`src/hdl/frm_pkg.sv`:
```
package frm_pkg;

    // Field widths of one flow record.
    localparam int SEC_W  = 32;
    localparam int USEC_W = 20;
    localparam int MANT_W = 32;
    localparam int EXP_W  = 4;

    // A count expanded by its exponent is at most 47 bits; the sum of two is 48 bits.
    localparam int SUM_W   = MANT_W + (1 << EXP_W);
    localparam int SHIFT_W = 5;

    // Stream widths, padded to whole bytes.
    localparam int IN_DATA_W  = 176;
    localparam int OUT_DATA_W = 184;

    // Result of one normalization pass of the shared adder and shifter.
    typedef struct packed {
        logic              ovf;
        logic [EXP_W-1:0]  exp;
        logic [MANT_W-1:0] mant;
    } norm_res_t;

    typedef enum logic [5:0] {
        ST_IDLE   = 6'b000001,
        ST_PSTART = 6'b000010,
        ST_PWAIT  = 6'b000100,
        ST_BSTART = 6'b001000,
        ST_BWAIT  = 6'b010000,
        ST_OUT    = 6'b100000
    } state_t;

endpackage

```
`src/hdl/flow_record_merge_top.sv`:
```
// Flow record accumulator. The block holds one flow record: first and last
// timestamps (seconds and microseconds) and packet and byte counts, each a
// 32-bit mantissa with a 4-bit power-of-two exponent. An item with mode 0
// replaces the record; an item with mode 1 merges into it, keeping the
// earlier first time, the later last time, and adding the expanded counts,
// then normalizing each sum back to 32 bits. A count whose exponent would
// exceed 15 is stored and emitted as zero with its overflow flag set. One
// result item, the record as it stands afterwards, follows every input item.
// The block works on one item at a time: s_tready is high only while idle.
// A load item goes from acceptance straight to the output state. A merge
// item passes through PSTART, PWAIT, BSTART, BWAIT and OUT; each wait state
// holds until the right shifts (0 to 16 each) that the packet or byte sum
// needs are made. The single shared adder and one-bit shifter first normalizes
// the packet sum and then the byte sum, one bit per cycle. A stalled m_tready
// holds the result in the output state.
module flow_record_merge_top (
    input  logic                              aclk,
    input  logic                              aresetn,
    input  logic                              s_tvalid,
    output logic                              s_tready,
    // Fields from bit 0 up: first_sec, first_usec, last_sec, last_usec,
    // packet_mantissa, packet_exponent, byte_mantissa, byte_exponent.
    input  logic [frm_pkg::IN_DATA_W-1:0]     s_tdata,
    // Fields from bit 0 up: mode.
    input  logic [0:0]                        s_tuser,
    output logic                              m_tvalid,
    input  logic                              m_tready,
    // Fields from bit 0 up: out_first_sec, out_first_usec, out_last_sec,
    // out_last_usec, out_packet_mantissa, out_packet_exponent,
    // out_byte_mantissa, out_byte_exponent, packet_overflow, byte_overflow,
    // then zero padding.
    output logic [frm_pkg::OUT_DATA_W-1:0]    m_tdata
);

    frm_pkg::state_t state_reg, state_next;

    // Captured merge operands.
    logic [frm_pkg::SEC_W-1:0]  in_fs_reg, in_ls_reg;
    logic [frm_pkg::USEC_W-1:0] in_fu_reg, in_lu_reg;
    logic [frm_pkg::MANT_W-1:0] in_pm_reg, in_bm_reg;
    logic [frm_pkg::EXP_W-1:0]  in_pe_reg, in_be_reg;
    logic                       mode_reg, mode_next;

    // The accumulated record.
    logic [frm_pkg::SEC_W-1:0]  acc_fs_reg, acc_fs_next, acc_ls_reg, acc_ls_next;
    logic [frm_pkg::USEC_W-1:0] acc_fu_reg, acc_fu_next, acc_lu_reg, acc_lu_next;
    logic [frm_pkg::MANT_W-1:0] acc_pm_reg, acc_pm_next, acc_bm_reg, acc_bm_next;
    logic [frm_pkg::EXP_W-1:0]  acc_pe_reg, acc_pe_next, acc_be_reg, acc_be_next;
    logic                       pov_reg, pov_next, bov_reg, bov_next;

    logic                       s_fire;
    logic                       first_earlier, last_later;

    // Shared normalizer operands and result.
    logic                       norm_start;
    logic [frm_pkg::MANT_W-1:0] norm_a_mant, norm_b_mant;
    logic [frm_pkg::EXP_W-1:0]  norm_a_exp, norm_b_exp;
    logic                       norm_done;
    frm_pkg::norm_res_t         norm_res;

    assign s_tready = (state_reg == frm_pkg::ST_IDLE);
    assign m_tvalid = (state_reg == frm_pkg::ST_OUT);
    assign s_fire   = s_tvalid && s_tready;

    // Times compare as (seconds, microseconds) pairs; ties keep the stored time.
    assign first_earlier = (in_fs_reg < acc_fs_reg)
                        || ((in_fs_reg == acc_fs_reg) && (in_fu_reg < acc_fu_reg));
    assign last_later    = (in_ls_reg > acc_ls_reg)
                        || ((in_ls_reg == acc_ls_reg) && (in_lu_reg > acc_lu_reg));

    // The packet counts go through the normalizer first, then the byte counts.
    assign norm_start  = (state_reg == frm_pkg::ST_PSTART)
                      || (state_reg == frm_pkg::ST_BSTART);
    assign norm_a_mant = (state_reg == frm_pkg::ST_PSTART) ? acc_pm_reg : acc_bm_reg;
    assign norm_a_exp  = (state_reg == frm_pkg::ST_PSTART) ? acc_pe_reg : acc_be_reg;
    assign norm_b_mant = (state_reg == frm_pkg::ST_PSTART) ? in_pm_reg : in_bm_reg;
    assign norm_b_exp  = (state_reg == frm_pkg::ST_PSTART) ? in_pe_reg : in_be_reg;

    frm_norm u_norm (
        .aclk    (aclk),
        .aresetn (aresetn),
        .start   (norm_start),
        .a_mant  (norm_a_mant),
        .a_exp   (norm_a_exp),
        .b_mant  (norm_b_mant),
        .b_exp   (norm_b_exp),
        .done    (norm_done),
        .res     (norm_res)
    );

    always_comb begin
        state_next  = state_reg;
        mode_next   = mode_reg;
        acc_fs_next = acc_fs_reg;
        acc_fu_next = acc_fu_reg;
        acc_ls_next = acc_ls_reg;
        acc_lu_next = acc_lu_reg;
        acc_pm_next = acc_pm_reg;
        acc_pe_next = acc_pe_reg;
        acc_bm_next = acc_bm_reg;
        acc_be_next = acc_be_reg;
        pov_next    = pov_reg;
        bov_next    = bov_reg;
        unique case (state_reg)
            frm_pkg::ST_IDLE: begin
                if (s_fire) begin
                    mode_next = s_tuser[0];
                    pov_next  = 1'b0;
                    bov_next  = 1'b0;
                    if (!s_tuser[0]) begin
                        // A load item replaces the record as it stands, unnormalized.
                        acc_fs_next = s_tdata[31:0];
                        acc_fu_next = s_tdata[51:32];
                        acc_ls_next = s_tdata[83:52];
                        acc_lu_next = s_tdata[103:84];
                        acc_pm_next = s_tdata[135:104];
                        acc_pe_next = s_tdata[139:136];
                        acc_bm_next = s_tdata[171:140];
                        acc_be_next = s_tdata[175:172];
                        state_next  = frm_pkg::ST_OUT;
                    end else begin
                        state_next = frm_pkg::ST_PSTART;
                    end
                end
            end
            frm_pkg::ST_PSTART: begin
                if (first_earlier) begin
                    acc_fs_next = in_fs_reg;
                    acc_fu_next = in_fu_reg;
                end
                if (last_later) begin
                    acc_ls_next = in_ls_reg;
                    acc_lu_next = in_lu_reg;
                end
                state_next = frm_pkg::ST_PWAIT;
            end
            frm_pkg::ST_PWAIT: begin
                if (norm_done) begin
                    acc_pm_next = norm_res.mant;
                    acc_pe_next = norm_res.exp;
                    pov_next    = norm_res.ovf;
                    state_next  = frm_pkg::ST_BSTART;
                end
            end
            frm_pkg::ST_BSTART: begin
                state_next = frm_pkg::ST_BWAIT;
            end
            frm_pkg::ST_BWAIT: begin
                if (norm_done) begin
                    acc_bm_next = norm_res.mant;
                    acc_be_next = norm_res.exp;
                    bov_next    = norm_res.ovf;
                    state_next  = frm_pkg::ST_OUT;
                end
            end
            frm_pkg::ST_OUT: begin
                if (m_tready) begin
                    state_next = frm_pkg::ST_IDLE;
                end
            end
            default: begin
                state_next = frm_pkg::ST_IDLE;
            end
        endcase
    end

    // Merge operands are held for the whole item; they need no reset.
    always_ff @(posedge aclk) begin
        if (s_fire) begin
            in_fs_reg <= s_tdata[31:0];
            in_fu_reg <= s_tdata[51:32];
            in_ls_reg <= s_tdata[83:52];
            in_lu_reg <= s_tdata[103:84];
            in_pm_reg <= s_tdata[135:104];
            in_pe_reg <= s_tdata[139:136];
            in_bm_reg <= s_tdata[171:140];
            in_be_reg <= s_tdata[175:172];
        end
    end

    always_ff @(posedge aclk) begin
        if (!aresetn) begin
            state_reg  <= frm_pkg::ST_IDLE;
            mode_reg   <= 1'b0;
            acc_fs_reg <= '0;
            acc_fu_reg <= '0;
            acc_ls_reg <= '0;
            acc_lu_reg <= '0;
            acc_pm_reg <= '0;
            acc_pe_reg <= '0;
            acc_bm_reg <= '0;
            acc_be_reg <= '0;
            pov_reg    <= 1'b0;
            bov_reg    <= 1'b0;
        end else begin
            state_reg  <= state_next;
            mode_reg   <= mode_next;
            acc_fs_reg <= acc_fs_next;
            acc_fu_reg <= acc_fu_next;
            acc_ls_reg <= acc_ls_next;
            acc_lu_reg <= acc_lu_next;
            acc_pm_reg <= acc_pm_next;
            acc_pe_reg <= acc_pe_next;
            acc_bm_reg <= acc_bm_next;
            acc_be_reg <= acc_be_next;
            pov_reg    <= pov_next;
            bov_reg    <= bov_next;
        end
    end

    // The result item is the accumulator itself, held stable while in the output state.
    assign m_tdata = {6'b0, bov_reg, pov_reg, acc_be_reg, acc_bm_reg, acc_pe_reg,
                      acc_pm_reg, acc_lu_reg, acc_ls_reg, acc_fu_reg, acc_fs_reg};

`ifndef NO_ASSERTIONS
    // The block never offers a result while it takes a new item.
    assert property (@(posedge aclk) disable iff (!aresetn)
        !(s_tready && m_tvalid))
        else $error("input accepted while a result is pending");

    // Once a result is taken the block is ready for the next item.
    assert property (@(posedge aclk) disable iff (!aresetn)
        (m_tvalid && m_tready) |=> s_tready)
        else $error("block not idle after a result was taken");

    // A load item never reports a count overflow.
    assert property (@(posedge aclk) disable iff (!aresetn)
        (m_tvalid && !mode_reg) |-> (!pov_reg && !bov_reg))
        else $error("overflow flagged on a load item");

    // A merged packet count that was shifted is left with its top mantissa bit set.
    assert property (@(posedge aclk) disable iff (!aresetn)
        (m_tvalid && mode_reg && (acc_pe_reg != '0)) |-> acc_pm_reg[frm_pkg::MANT_W-1])
        else $error("packet count not minimally normalized");
`endif

endmodule

```
`src/hdl/frm_norm.sv`:
```
module frm_norm (
    input  logic                        aclk,
    input  logic                        aresetn,
    input  logic                        start,
    input  logic [frm_pkg::MANT_W-1:0]  a_mant,
    input  logic [frm_pkg::EXP_W-1:0]   a_exp,
    input  logic [frm_pkg::MANT_W-1:0]  b_mant,
    input  logic [frm_pkg::EXP_W-1:0]   b_exp,
    output logic                        done,
    output frm_pkg::norm_res_t          res
);

    logic [frm_pkg::SUM_W-1:0]   sum_reg, sum_next;
    logic [frm_pkg::SHIFT_W-1:0] shift_reg, shift_next;
    logic                        busy_reg, busy_next;
    logic                        too_wide;

    // The sum still has bits above the 32-bit mantissa.
    assign too_wide = |sum_reg[frm_pkg::SUM_W-1:frm_pkg::MANT_W];

    always_comb begin
        sum_next   = sum_reg;
        shift_next = shift_reg;
        busy_next  = busy_reg;
        if (start) begin
            sum_next   = (frm_pkg::SUM_W'(a_mant) << a_exp)
                       + (frm_pkg::SUM_W'(b_mant) << b_exp);
            shift_next = '0;
            busy_next  = 1'b1;
        end else if (busy_reg) begin
            if (too_wide) begin
                sum_next   = sum_reg >> 1;
                shift_next = shift_reg + 1'b1;
            end else begin
                busy_next = 1'b0;
            end
        end
    end

    always_ff @(posedge aclk) begin
        sum_reg   <= sum_next;
        shift_reg <= shift_next;
        if (!aresetn) begin
            busy_reg <= 1'b0;
        end else begin
            busy_reg <= busy_next;
        end
    end

    assign done = busy_reg && !too_wide;

    // More than fifteen shifts means the exponent does not fit; the count is dropped.
    always_comb begin
        res.ovf  = shift_reg[frm_pkg::SHIFT_W-1];
        res.exp  = res.ovf ? '0 : shift_reg[frm_pkg::EXP_W-1:0];
        res.mant = res.ovf ? '0 : sum_reg[frm_pkg::MANT_W-1:0];
    end

endmodule
```
`config.mk`:
```
export PLATFORM = sky130hd
export DESIGN_NAME = flow_record_merge_top
export DESIGN_NICKNAME = d
export VERILOG_FILES = /design/src/hdl/frm_pkg.sv /design/src/hdl/flow_record_merge_top.sv /design/src/hdl/frm_norm.sv
export SDC_FILE = /design/constraint.sdc
export NUM_CORES = 1
export LEC_CHECK = 0
export ABC_AREA = 1
export BUFFER_PORTS_ARGS = -buffer_cell sky130_fd_sc_hd__buf_4
export CAP_MARGIN = 5
export CELL_PAD_IN_SITES_DETAIL_PLACEMENT = 1
export CELL_PAD_IN_SITES_GLOBAL_PLACEMENT = 1
export CORE_ASPECT_RATIO = 1.5
export CORE_MARGIN = 4
export CORE_UTILIZATION = 42
export DETAILED_ROUTE_END_ITERATION = 12
export HOLD_SLACK_MARGIN = 0.08
export PLACE_DENSITY_LB_ADDON = 0.1
export SYNTH_ARGS = -nofsm -noshare
export SYNTH_HDL_FRONTEND = slang
export SYNTH_HIERARCHICAL = 1
export SYNTH_SLANG_ARGS = --single-unit
```
`constraint.sdc`:
```
create_clock -name aclk -period 9 [get_ports aclk]
set_input_delay 0.9 -clock aclk [delete_from_list [all_inputs] [get_ports aclk]]
set_output_delay 0.9 -clock aclk [all_outputs]
set_load 0.1 [all_outputs]
```
==> report_table.html, run 1 <==
<table>
<tr><th>Metric</th><th>Value</th></tr>
<tr><th colspan="2">Outcome</th></tr>
<tr><td>Result of the run</td><td>completed</td></tr>
<tr><th colspan="2">Timing</th></tr>
<tr><td>Setup repair after global routing missed its margin</td><td>no</td></tr>
<tr><td>Number of setup violations in the final report</td><td>0</td></tr>
<tr><td>Worst setup margin</td><td>3.042 ns</td></tr>
<tr><td>Tightest slew margin relative to the limit</td><td>14.91%</td></tr>
<tr><td>Worst hold slack after final layout</td><td>0.4927 ns</td></tr>
<tr><td>Post-route clock skew</td><td>0.03106 ns</td></tr>
<tr><td>Number of hold-slack violations in the final timing report</td><td>0</td></tr>
<tr><td>Final critical path time including I/O delays and setup</td><td>5.958 ns</td></tr>
<tr><td>Final number of max-transition violations</td><td>0</td></tr>
<tr><td>FMAX</td><td>167.8 MHz</td></tr>
<tr><td>Pin slew with the least headroom to its limit</td><td>1.276 ns</td></tr>
<tr><td>Total Neg Setup Slack</td><td>0 ns</td></tr>
<tr><td>Part of the cycle the worst path needs</td><td>66.20%</td></tr>
<tr><th colspan="2">Die</th></tr>
<tr><td>Site Rows</td><td>114</td></tr>
<tr><td>Core footprint</td><td>64,330 um2</td></tr>
<tr><td>Area of the die</td><td>69,150 um2</td></tr>
<tr><td>Die boundary height</td><td>320.1 um</td></tr>
<tr><td>Die width</td><td>216.0 um</td></tr>
<tr><td>Effective utilization at floorplan</td><td>42.39%</td></tr>
<tr><td>Boundary Pins</td><td>367</td></tr>
<tr><th colspan="2">Clocking</th></tr>
<tr><td>Clock transition time at the flip-flop clock pins of the worst setup and hold paths</td><td>0.06 ns</td></tr>
<tr><td>TritonCTS clock tree</td><td>yes</td></tr>
<tr><td>Number of hold buffers added after cts</td><td>0</td></tr>
<tr><td>Clock tree root buffer cell</td><td>sky130_fd_sc_hd__clkbuf_16</td></tr>
<tr><td>Maximum level of the CTS H-tree</td><td>2</td></tr>
<tr><td>Clock buffers created by TritonCTS</td><td>45</td></tr>
<tr><td>Worst-case clock buffer depth</td><td>3</td></tr>
<tr><td>Clock net sink count</td><td>414</td></tr>
<tr><td>PostCTS Resize Cnt</td><td>0</td></tr>
<tr><td>Count of buffers added by post-CTS timing repair for setup</td><td>0</td></tr>
<tr><td>Clock insertion delay at the later pin of the skew report</td><td>0.59 ns</td></tr>
<tr><th colspan="2">Setup path</th></tr>
<tr><td>Crit path max fanout</td><td>58</td></tr>
<tr><td>Startpoint-to-endpoint class of the critical path</td><td>reg2reg</td></tr>
<tr><td>CP startpoint kind</td><td>flop</td></tr>
<tr><td>Required @ worst endpoint</td><td>9.34 ns</td></tr>
<tr><td>Sort of element at the end of the critical path</td><td>flop</td></tr>
<tr><td>Worst EP arrival</td><td>6.30 ns</td></tr>
<tr><th colspan="2">GRT</th></tr>
<tr><td>Aggregate global routing overflow</td><td>0</td></tr>
<tr><td>Antenna violations before repair</td><td>11</td></tr>
<tr><td>Via count of the first global-routing pass</td><td>28,280</td></tr>
<tr><td>Most utilized layer in the global route result</td><td>met2</td></tr>
<tr><td>Overall routing resource usage</td><td>30.39%</td></tr>
<tr><td>Wire length of the first global-routing pass</td><td>163.5 mm</td></tr>
<tr><td>Global Route met3 Usage</td><td>4.752%</td></tr>
<tr><td>Pin count of the biggest net entering global routing</td><td>178</td></tr>
<tr><td>GR met1 Demand/Resource</td><td>33.48%</td></tr>
<tr><td>GR Layer Usage met2</td><td>56.16%</td></tr>
<tr><th colspan="2">Final layout</th></tr>
<tr><td>Area Growth Syn to Fin</td><td>16.68%</td></tr>
<tr><td>Nets</td><td>4,656</td></tr>
<tr><td>Layout cell share with drive strength beyond 1</td><td>12.55%</td></tr>
<tr><td>Final core utilization</td><td>49.46%</td></tr>
<tr><td>Max reg flops</td><td>48</td></tr>
<tr><th colspan="2">Route</th></tr>
<tr><td>Vias after detailed routing</td><td>27,480</td></tr>
<tr><td>Detailed router's first-iteration violation count</td><td>1,626</td></tr>
<tr><td>DR pass1 iterations</td><td>5</td></tr>
<tr><td>Via-per-instance ratio</td><td>5.248</td></tr>
<tr><td>Wirelength per Cell</td><td>20.80 um</td></tr>
<tr><td>Routed Antenna Nets</td><td>0</td></tr>
<tr><td>Number of DRC violations after detailed routing</td><td>0</td></tr>
<tr><td>Detailed Route WL</td><td>108.9 mm</td></tr>
<tr><th colspan="2">Place</th></tr>
<tr><td>DP Wirelength</td><td>82.52 mm</td></tr>
<tr><td>Number of buffers inserted by port buffering</td><td>360</td></tr>
<tr><td>Worst slack after detailed placement</td><td>3.077 ns</td></tr>
<tr><td>Routability cong.</td><td>0.9507</td></tr>
<tr><th colspan="2">Synthesis</th></tr>
<tr><td>Number of instances in the synthesized netlist</td><td>4,079</td></tr>
<tr><td>Largest cells by area after synthesis</td><td>sky130_fd_sc_hd__edfxtp_1, sky130_fd_sc_hd__nand2_1, sky130_fd_sc_hd__dfxtp_1, sky130_fd_sc_hd__ha_1, sky130_fd_sc_hd__inv_1</td></tr>
<tr><td>Cell type with the largest total area after synthesis</td><td>sky130_fd_sc_hd__edfxtp_1</td></tr>
<tr><td>Syn_area_per_cell</td><td>6.685 um2</td></tr>
<tr><td>Unique cell type count in the Yosys netlist</td><td>46</td></tr>
<tr><td>Portion of synthesized cell area occupied by the leading cell type</td><td>24.67%</td></tr>
<tr><td>Post-synth EDFFs</td><td>224</td></tr>
<tr><td>Most frequently used flop master after synthesis</td><td>sky130_fd_sc_hd__edfxtp_1</td></tr>
<tr><td>FFs w/ async S/R, synth</td><td>0%</td></tr>
<tr><td>Synth warnings</td><td>6</td></tr>
<tr><td>Most frequent cell after synthesis</td><td>sky130_fd_sc_hd__nand2_1</td></tr>
<tr><td>Most frequent cells after synthesis</td><td>sky130_fd_sc_hd__nand2_1, sky130_fd_sc_hd__inv_1, sky130_fd_sc_hd__nor2_1, sky130_fd_sc_hd__edfxtp_1, sky130_fd_sc_hd__o21ai_0</td></tr>
<tr><td>Number of register bits inferred by synthesis</td><td>414</td></tr>
<tr><td>Synth Cell Area</td><td>27,270 um2</td></tr>
<tr><td>Sequential cell area fraction in the yosys report</td><td>38.62%</td></tr>
<tr><th colspan="2">Run</th></tr>
<tr><td>Number of max-cap violations</td><td>0</td></tr>
<tr><th colspan="2">Pwr</th></tr>
<tr><td>Leakage power total</td><td>15.82 nW</td></tr>
<tr><td>VDD IR max</td><td>0.0001440 V</td></tr>
<tr><td>Power density over the cells</td><td>282.1 nW/um2</td></tr>
<tr><th colspan="2">Hold path</th></tr>
<tr><td>Hold crit path type</td><td>in2reg</td></tr>
</table>
-- worst max-delay path, stage by stage, from the launching register on --
cell	delay [ns]
sky130_fd_sc_hd__dfxtp_1	0.34
sky130_fd_sc_hd__inv_2	0.08
sky130_fd_sc_hd__nand2_2	0.10
sky130_fd_sc_hd__nor4_4	0.38
sky130_fd_sc_hd__buf_4	0.65
sky130_fd_sc_hd__nand2_1	0.10
sky130_fd_sc_hd__nand2_1	0.80
sky130_fd_sc_hd__inv_2	0.53
sky130_fd_sc_hd__nand2_1	0.17
sky130_fd_sc_hd__o21ai_0	0.18
sky130_fd_sc_hd__o21ai_0	0.40
sky130_fd_sc_hd__o21ai_0	0.16
sky130_fd_sc_hd__ha_1	0.39
sky130_fd_sc_hd__nand2_1	0.13
sky130_fd_sc_hd__nor2_1	0.27
sky130_fd_sc_hd__nand2_2	0.12
sky130_fd_sc_hd__nor2_1	0.26
sky130_fd_sc_hd__inv_1	0.09
sky130_fd_sc_hd__nor2_2	0.08
sky130_fd_sc_hd__nand2_1	0.11
sky130_fd_sc_hd__nand3_1	0.11
sky130_fd_sc_hd__nand2_1	0.05
sky130_fd_sc_hd__nand3_1	0.08
sky130_fd_sc_hd__nand2_1	0.08
-- kinds of logic after synthesis --
logic type	synth area share [%]
muxes	0.1101
buffers and inverters	9.434
adders and majority gates	7.002
and+or+nand+nor	35.85
DFF	38.62
AOI/OAI and AO/OA	8.392
other	0.01375
xor gates and xnor gates	0.5781
-- per-layer routing --
metal | vias up | share of wire (%)
met4 | 6 | 5.9
met3 | 246 | 5.3
met5 | - | 0.029
met2 | 714 | 51
li1 | 13380 | -
met1 | 13140 | 38
-- final timing paths --
kind	start	to	slack, ns	cells past startpoint
worst max-delay path	state_reg[5]	u_norm/sum_reg[46]	3.04	23
worst min register to register	pov_reg	pov_reg	0.51	2
worst max register to register	state_reg[5]	u_norm/sum_reg[46]	3.04	23
worst min-delay path	s_tdata[127]	in_pm_reg[23]	0.49	1
-- per-stage QoR --
stage	cell area, um2	power, mW	instances
2_1_floorplan	27290	5.840	4084
3_3_place_gp	30380	7.083	5146
3_5_place_dp	30380	7.145	5146
4_1_cts	31800	9.027	5227
5_1_grt	31810	9.510	5233
6_report	31820	8.975	5236
-- layout make-up --
type | instances | area [um2]
clock buffer | 63 | 1305
clock inverter | 18 | 112.6
multi-input combinational | 3044 | 14220
antenna | 9 | 22.52
sequential | 414 | 10530
fill | 8547 | 32510
inverter | 433 | 1630
tap | 870 | 1089
timing repair buffer | 385 | 2907
-- cell usage in the layout, fill, tap and decap left out, types with 8 or more instances in the layout --
cell type,netlist,routed
sky130_fd_sc_hd__inv_1,410,410
sky130_fd_sc_hd__a21oi_1,81,81
sky130_fd_sc_hd__ha_1,151,151
sky130_fd_sc_hd__dfxtp_1,190,189
sky130_fd_sc_hd__nand3_1,208,208
sky130_fd_sc_hd__diode_2,0,9
sky130_fd_sc_hd__o21ai_0,215,215
sky130_fd_sc_hd__nor2_2,25,24
sky130_fd_sc_hd__clkbuf_1,94,8
sky130_fd_sc_hd__nand2_2,26,27
sky130_fd_sc_hd__o21ai_1,32,32
sky130_fd_sc_hd__nand4_1,12,12
sky130_fd_sc_hd__a31oi_1,78,78
sky130_fd_sc_hd__inv_2,21,20
sky130_fd_sc_hd__nand3_2,8,8
sky130_fd_sc_hd__nor3_1,14,14
sky130_fd_sc_hd__clkinv_1,2,10
sky130_fd_sc_hd__buf_4,20,383
sky130_fd_sc_hd__clkbuf_8,0,9
sky130_fd_sc_hd__clkbuf_16,0,46
sky130_fd_sc_hd__xnor2_1,16,16
sky130_fd_sc_hd__nor2_1,397,396
sky130_fd_sc_hd__nand2_1,1719,1716
sky130_fd_sc_hd__edfxtp_1,224,224
-- power by group --
group          internal, mW  total, mW  switching [mW]  leakage [nW]
clock                  1.04       1.85           0.812         0.704
sequential             2.33       2.52           0.192          3.67
combinational          1.14       4.61            3.47          11.4
Power figures use the tool's default switching activity.
==> run 2, diff against run 1 <==
==> constraint.sdc (replaced) <==
create_clock -name aclk -period 5.7 [get_ports aclk]
set_input_delay 0.57 -clock aclk [delete_from_list [all_inputs] [get_ports aclk]]
set_output_delay 0.57 -clock aclk [all_outputs]
set_load 0.1 [all_outputs]
==> run 2 against run 1 <==
  * Largest cell class unchanged
  * First-iteration DRC count grew 4.2%
  * Combinational power is 59% higher
  * Critical path type unchanged
  * Final cell count grew 0.13%
  * Die area did not move
==> report_table.html, run 2 (same netlist as run 1, synthesis figures left out) <==
<table>
<tr><th>Metric</th><th>Value</th></tr>
<tr><th colspan="2">Outcome</th></tr>
<tr><td>Result of the run</td><td>completed</td></tr>
<tr><th colspan="2">Setup path</th></tr>
<tr><td>Worst reg2reg path depth</td><td>24 (+4.3%)</td></tr>
<tr><td>Crit path max fanout</td><td>70 (+21%)</td></tr>
<tr><td>Destination of the worst register-to-register timing path</td><td>u_norm/sum_reg[35]</td></tr>
<tr><td>Sort of element at the end of the critical path</td><td>flop</td></tr>
<tr><td>Worst EP arrival</td><td>5.51 ns (-0.79 ns)</td></tr>
<tr><td>CP startpoint kind</td><td>flop</td></tr>
<tr><td>Slack of the worst reg-to-reg path</td><td>0.54 ns (-2.50 ns)</td></tr>
<tr><td>Critical Path Start</td><td>state_reg[5]</td></tr>
<tr><td>Critical register-to-register path startpoint</td><td>state_reg[5]</td></tr>
<tr><td>Required @ worst endpoint</td><td>6.06 ns (-3.28 ns)</td></tr>
<tr><td>Critical path endpoint</td><td>u_norm/sum_reg[35]</td></tr>
<tr><td>Startpoint-to-endpoint class of the critical path</td><td>reg2reg</td></tr>
<tr><th colspan="2">Timing</th></tr>
<tr><td>FMAX</td><td>194.0 MHz (+16%)</td></tr>
<tr><td>Tightest slew margin relative to the limit</td><td>21.83% (+6.9 points)</td></tr>
<tr><td>Final number of max-transition violations</td><td>0 (unchanged)</td></tr>
<tr><td>Number of setup violations in the final report</td><td>0 (unchanged)</td></tr>
<tr><td>Number of hold-slack violations in the final timing report</td><td>0 (unchanged)</td></tr>
<tr><td>Pin slew with the least headroom to its limit</td><td>1.173 ns (-0.1037 ns)</td></tr>
<tr><td>Post-route clock skew</td><td>0.01682 ns (-0.01424 ns)</td></tr>
<tr><td>Setup repair after global routing missed its margin</td><td>no</td></tr>
<tr><td>Final critical path time including I/O delays and setup</td><td>5.155 ns (-0.8028 ns)</td></tr>
<tr><td>Part of the cycle the worst path needs</td><td>90.44% (+24 points)</td></tr>
<tr><td>Total Neg Setup Slack</td><td>0 ns (unchanged)</td></tr>
<tr><th colspan="2">Clocking</th></tr>
<tr><td>Worst-case clock buffer depth</td><td>3 (unchanged)</td></tr>
<tr><td>Number of hold buffers added after cts</td><td>0 (unchanged)</td></tr>
<tr><td>TritonCTS clock tree</td><td>yes</td></tr>
<tr><td>Clock transition time at the flip-flop clock pins of the worst setup and hold paths</td><td>0.07 ns (about the same)</td></tr>
<tr><td>Clock buffers created by TritonCTS</td><td>46 (+2.2%)</td></tr>
<tr><td>Count of buffers added by post-CTS timing repair for setup</td><td>0 (unchanged)</td></tr>
<tr><td>Clock tree root buffer cell</td><td>sky130_fd_sc_hd__clkbuf_16</td></tr>
<tr><td>Clock net sink count</td><td>414 (unchanged)</td></tr>
<tr><td>Maximum level of the CTS H-tree</td><td>2 (unchanged)</td></tr>
<tr><td>Clock insertion delay at the later pin of the skew report</td><td>0.60 ns (about the same)</td></tr>
<tr><td>PostCTS Resize Cnt</td><td>0 (unchanged)</td></tr>
<tr><th colspan="2">Final layout</th></tr>
<tr><td>Highest-count cells in the layout ignoring fill and taps</td><td>sky130_fd_sc_hd__nand2_1, sky130_fd_sc_hd__inv_1, sky130_fd_sc_hd__nor2_1</td></tr>
<tr><td>Filler cell count</td><td>8,520 (-0.32%)</td></tr>
<tr><td>Most common cell after layout, fill and taps aside</td><td>sky130_fd_sc_hd__nand2_1</td></tr>
<tr><td>Count of placed standard cells in the final layout, fillers left out</td><td>5,243 (+0.13%)</td></tr>
<tr><td>Max reg flops</td><td>48 (unchanged)</td></tr>
<tr><td>Area Growth Syn to Fin</td><td>17.22%</td></tr>
<tr><td>Nets</td><td>4,664 (+0.17%)</td></tr>
<tr><td>Final instance area</td><td>31,960 um2 (+0.46%)</td></tr>
<tr><td>Layout cell share with drive strength beyond 1</td><td>12.71% (+0.15 points)</td></tr>
<tr><th colspan="2">Pwr</th></tr>
<tr><td>P_int</td><td>7.175 mW (+59%)</td></tr>
<tr><td>Combinational power share</td><td>51.1% (-0.2 points)</td></tr>
<tr><td>Sequential share of power</td><td>27.8% (-0.3 points)</td></tr>
<tr><td>Sw power</td><td>7.132 mW (+59%)</td></tr>
<tr><td>Sw frac</td><td>49.85% (about the same)</td></tr>
<tr><td>Leakage power total</td><td>15.88 nW (+0.43%)</td></tr>
<tr><td>VDD IR max</td><td>0.0002738 V (+90%)</td></tr>
<tr><td>Power density over the cells</td><td>447.6 nW/um2 (+59%)</td></tr>
<tr><td>Relative contribution of the clock network to total power</td><td>21.1% (+0.5 points)</td></tr>
<tr><th colspan="2">GRT</th></tr>
<tr><td>Aggregate global routing overflow</td><td>0 (unchanged)</td></tr>
<tr><td>Via count of the first global-routing pass</td><td>28,590 (+1.1%)</td></tr>
<tr><td>Overall routing resource usage</td><td>30.58% (+0.19 points)</td></tr>
<tr><td>Pin count of the biggest net entering global routing</td><td>177 (-0.56%)</td></tr>
<tr><td>Wire length of the first global-routing pass</td><td>164.7 mm (+0.76%)</td></tr>
<tr><td>Antenna violations before repair</td><td>6 (-5)</td></tr>
<tr><th colspan="2">Die</th></tr>
<tr><td>Core footprint</td><td>64,330 um2 (unchanged)</td></tr>
<tr><td>Die width</td><td>216.0 um (unchanged)</td></tr>
<tr><td>Die boundary height</td><td>320.1 um (unchanged)</td></tr>
<tr><td>Area of the die</td><td>69,150 um2 (unchanged)</td></tr>
<tr><td>Boundary Pins</td><td>367 (unchanged)</td></tr>
<tr><td>Site Rows</td><td>114 (unchanged)</td></tr>
<tr><td>Effective utilization at floorplan</td><td>42.39% (unchanged)</td></tr>
<tr><th colspan="2">Route</th></tr>
<tr><td>Detailed router's first-iteration violation count</td><td>1,695 (+4.2%)</td></tr>
<tr><td>DR pass1 iterations</td><td>5 (unchanged)</td></tr>
<tr><td>Routed Antenna Nets</td><td>0 (unchanged)</td></tr>
<tr><td>Via-per-instance ratio</td><td>5.271 (+0.45%)</td></tr>
<tr><td>Number of DRC violations after detailed routing</td><td>0 (unchanged)</td></tr>
<tr><td>Detailed Route WL</td><td>109.7 mm (+0.79%)</td></tr>
<tr><td>Vias after detailed routing</td><td>27,640 (+0.58%)</td></tr>
<tr><td>Wirelength per Cell</td><td>20.93 um (+0.66%)</td></tr>
<tr><th colspan="2">Run</th></tr>
<tr><td>Number of max-cap violations</td><td>0 (unchanged)</td></tr>
<tr><th colspan="2">Place</th></tr>
<tr><td>Number of buffers inserted by port buffering</td><td>360 (unchanged)</td></tr>
<tr><td>Total instance count after detailed placement</td><td>5,153 (+0.14%)</td></tr>
<tr><td>Routability cong.</td><td>0.9479 (-0.29%)</td></tr>
<tr><td>DP Wirelength</td><td>83.56 mm (+1.3%)</td></tr>
<tr><td>Area of placed instances</td><td>30,480 um2 (+0.34%)</td></tr>
<tr><th colspan="2">Hold path</th></tr>
<tr><td>Hold crit path type</td><td>in2reg</td></tr>
</table>
==> run 2: worst min path at each step <==
| stage | startpoint | end | slack [ns] | cells past startpoint |
|---|---|---|---|---|
| floorplan | pov_reg | pov_reg | 0.45 | 2 |
| global placement | u_norm/shift_reg[2] | u_norm/shift_reg[3] | 0.50 | 2 |
| detailed placement | u_norm/shift_reg[2] | u_norm/shift_reg[3] | 0.50 | 2 |
| CTS | s_tdata[88] | in_lu_reg[4] | 0.12 | 1 |
| global route | s_tdata[132] | in_pm_reg[28] | 0.13 | 1 |
| finish | s_tdata[34] | in_fu_reg[2] | 0.15 | 1 |
==> run 2: power groups by stage <==
stage	Clock (mW)	Combinational, mW	Sequential [mW]
after floorplan	0	3.43	5.77
final	3.02	7.31	3.98
after global placement	0	7.17	4.03
after global routing	3.19	7.89	4.03
after CTS	3.08	7.30	3.98
after detailed placement	0	7.26	4.04
==> run 2: final cells by class <==
| class | count | area (um2) | area share [%] |
|---|---|---|---|
| Tap cell | 870 | 1089 | 3.406 |
| Sequential cell | 414 | 10530 | 32.95 |
| Antenna cell | 5 | 12.51 | 0.03915 |
| Clock buffer | 71 | 1369 | 4.282 |
| Inverter | 433 | 1630 | 5.101 |
| Timing Repair Buffer | 392 | 3009 | 9.414 |
| Clock inverter | 14 | 101.3 | 0.3171 |
| Multi-Input combinational cell | 3044 | 14220 | 44.49 |
==> run 2: worst max-delay path: stages (launching register included) <==
cell and delay, ns:
sky130_fd_sc_hd__dfxtp_1 0.34, sky130_fd_sc_hd__inv_2 0.08, sky130_fd_sc_hd__nand2_2 0.10, sky130_fd_sc_hd__nor4_4 0.47, sky130_fd_sc_hd__buf_4 0.32, sky130_fd_sc_hd__buf_12 0.33
sky130_fd_sc_hd__nand2_1 0.08, sky130_fd_sc_hd__nand2_1 0.11, sky130_fd_sc_hd__inv_2 0.24, sky130_fd_sc_hd__o21ai_0 0.36, sky130_fd_sc_hd__nor2_1 0.07, sky130_fd_sc_hd__a31oi_1 0.31
sky130_fd_sc_hd__o21ai_0 0.19, sky130_fd_sc_hd__ha_1 0.44, sky130_fd_sc_hd__nand2_1 0.13, sky130_fd_sc_hd__inv_1 0.09, sky130_fd_sc_hd__nand2_1 0.06, sky130_fd_sc_hd__nor2_2 0.26
sky130_fd_sc_hd__nand4_1 0.21, sky130_fd_sc_hd__nand3_1 0.26, sky130_fd_sc_hd__nand2_1 0.11, sky130_fd_sc_hd__nand2_1 0.07, sky130_fd_sc_hd__nand2_1 0.05, sky130_fd_sc_hd__nand3_1 0.12
sky130_fd_sc_hd__nand2_1 0.08
==> run 2: per-layer routing <==
metal | vias to the layer above | global-route usage, % | share of wire [%]
li1 | 13380 | - | -
met1 | 13260 | 33.93 | 38
met2 | 711 | 56.27 | 51
met3 | 279 | 3.697 | 4.1
met4 | 2 | 17.23 | 6.4
met5 | - | 0 | 0.011
==> run 2: through the flow <==
stage | setup slack, ns | total power, mW | utilization (%) | hold WS (ns)
2_1_floorplan | 1.375 | 9.207 | - | 0.4500
3_3_place_gp | 0.6535 | 11.19 | 47.38 | 0.4981
3_5_place_dp | 0.6112 | 11.30 | 47.38 | 0.5042
4_1_cts | 0.5962 | 14.36 | 49.67 | 0.1200
5_1_grt | 0.2260 | 15.11 | 49.68 | 0.1284
6_report | 0.5449 | 14.31 | 49.69 | 0.1547
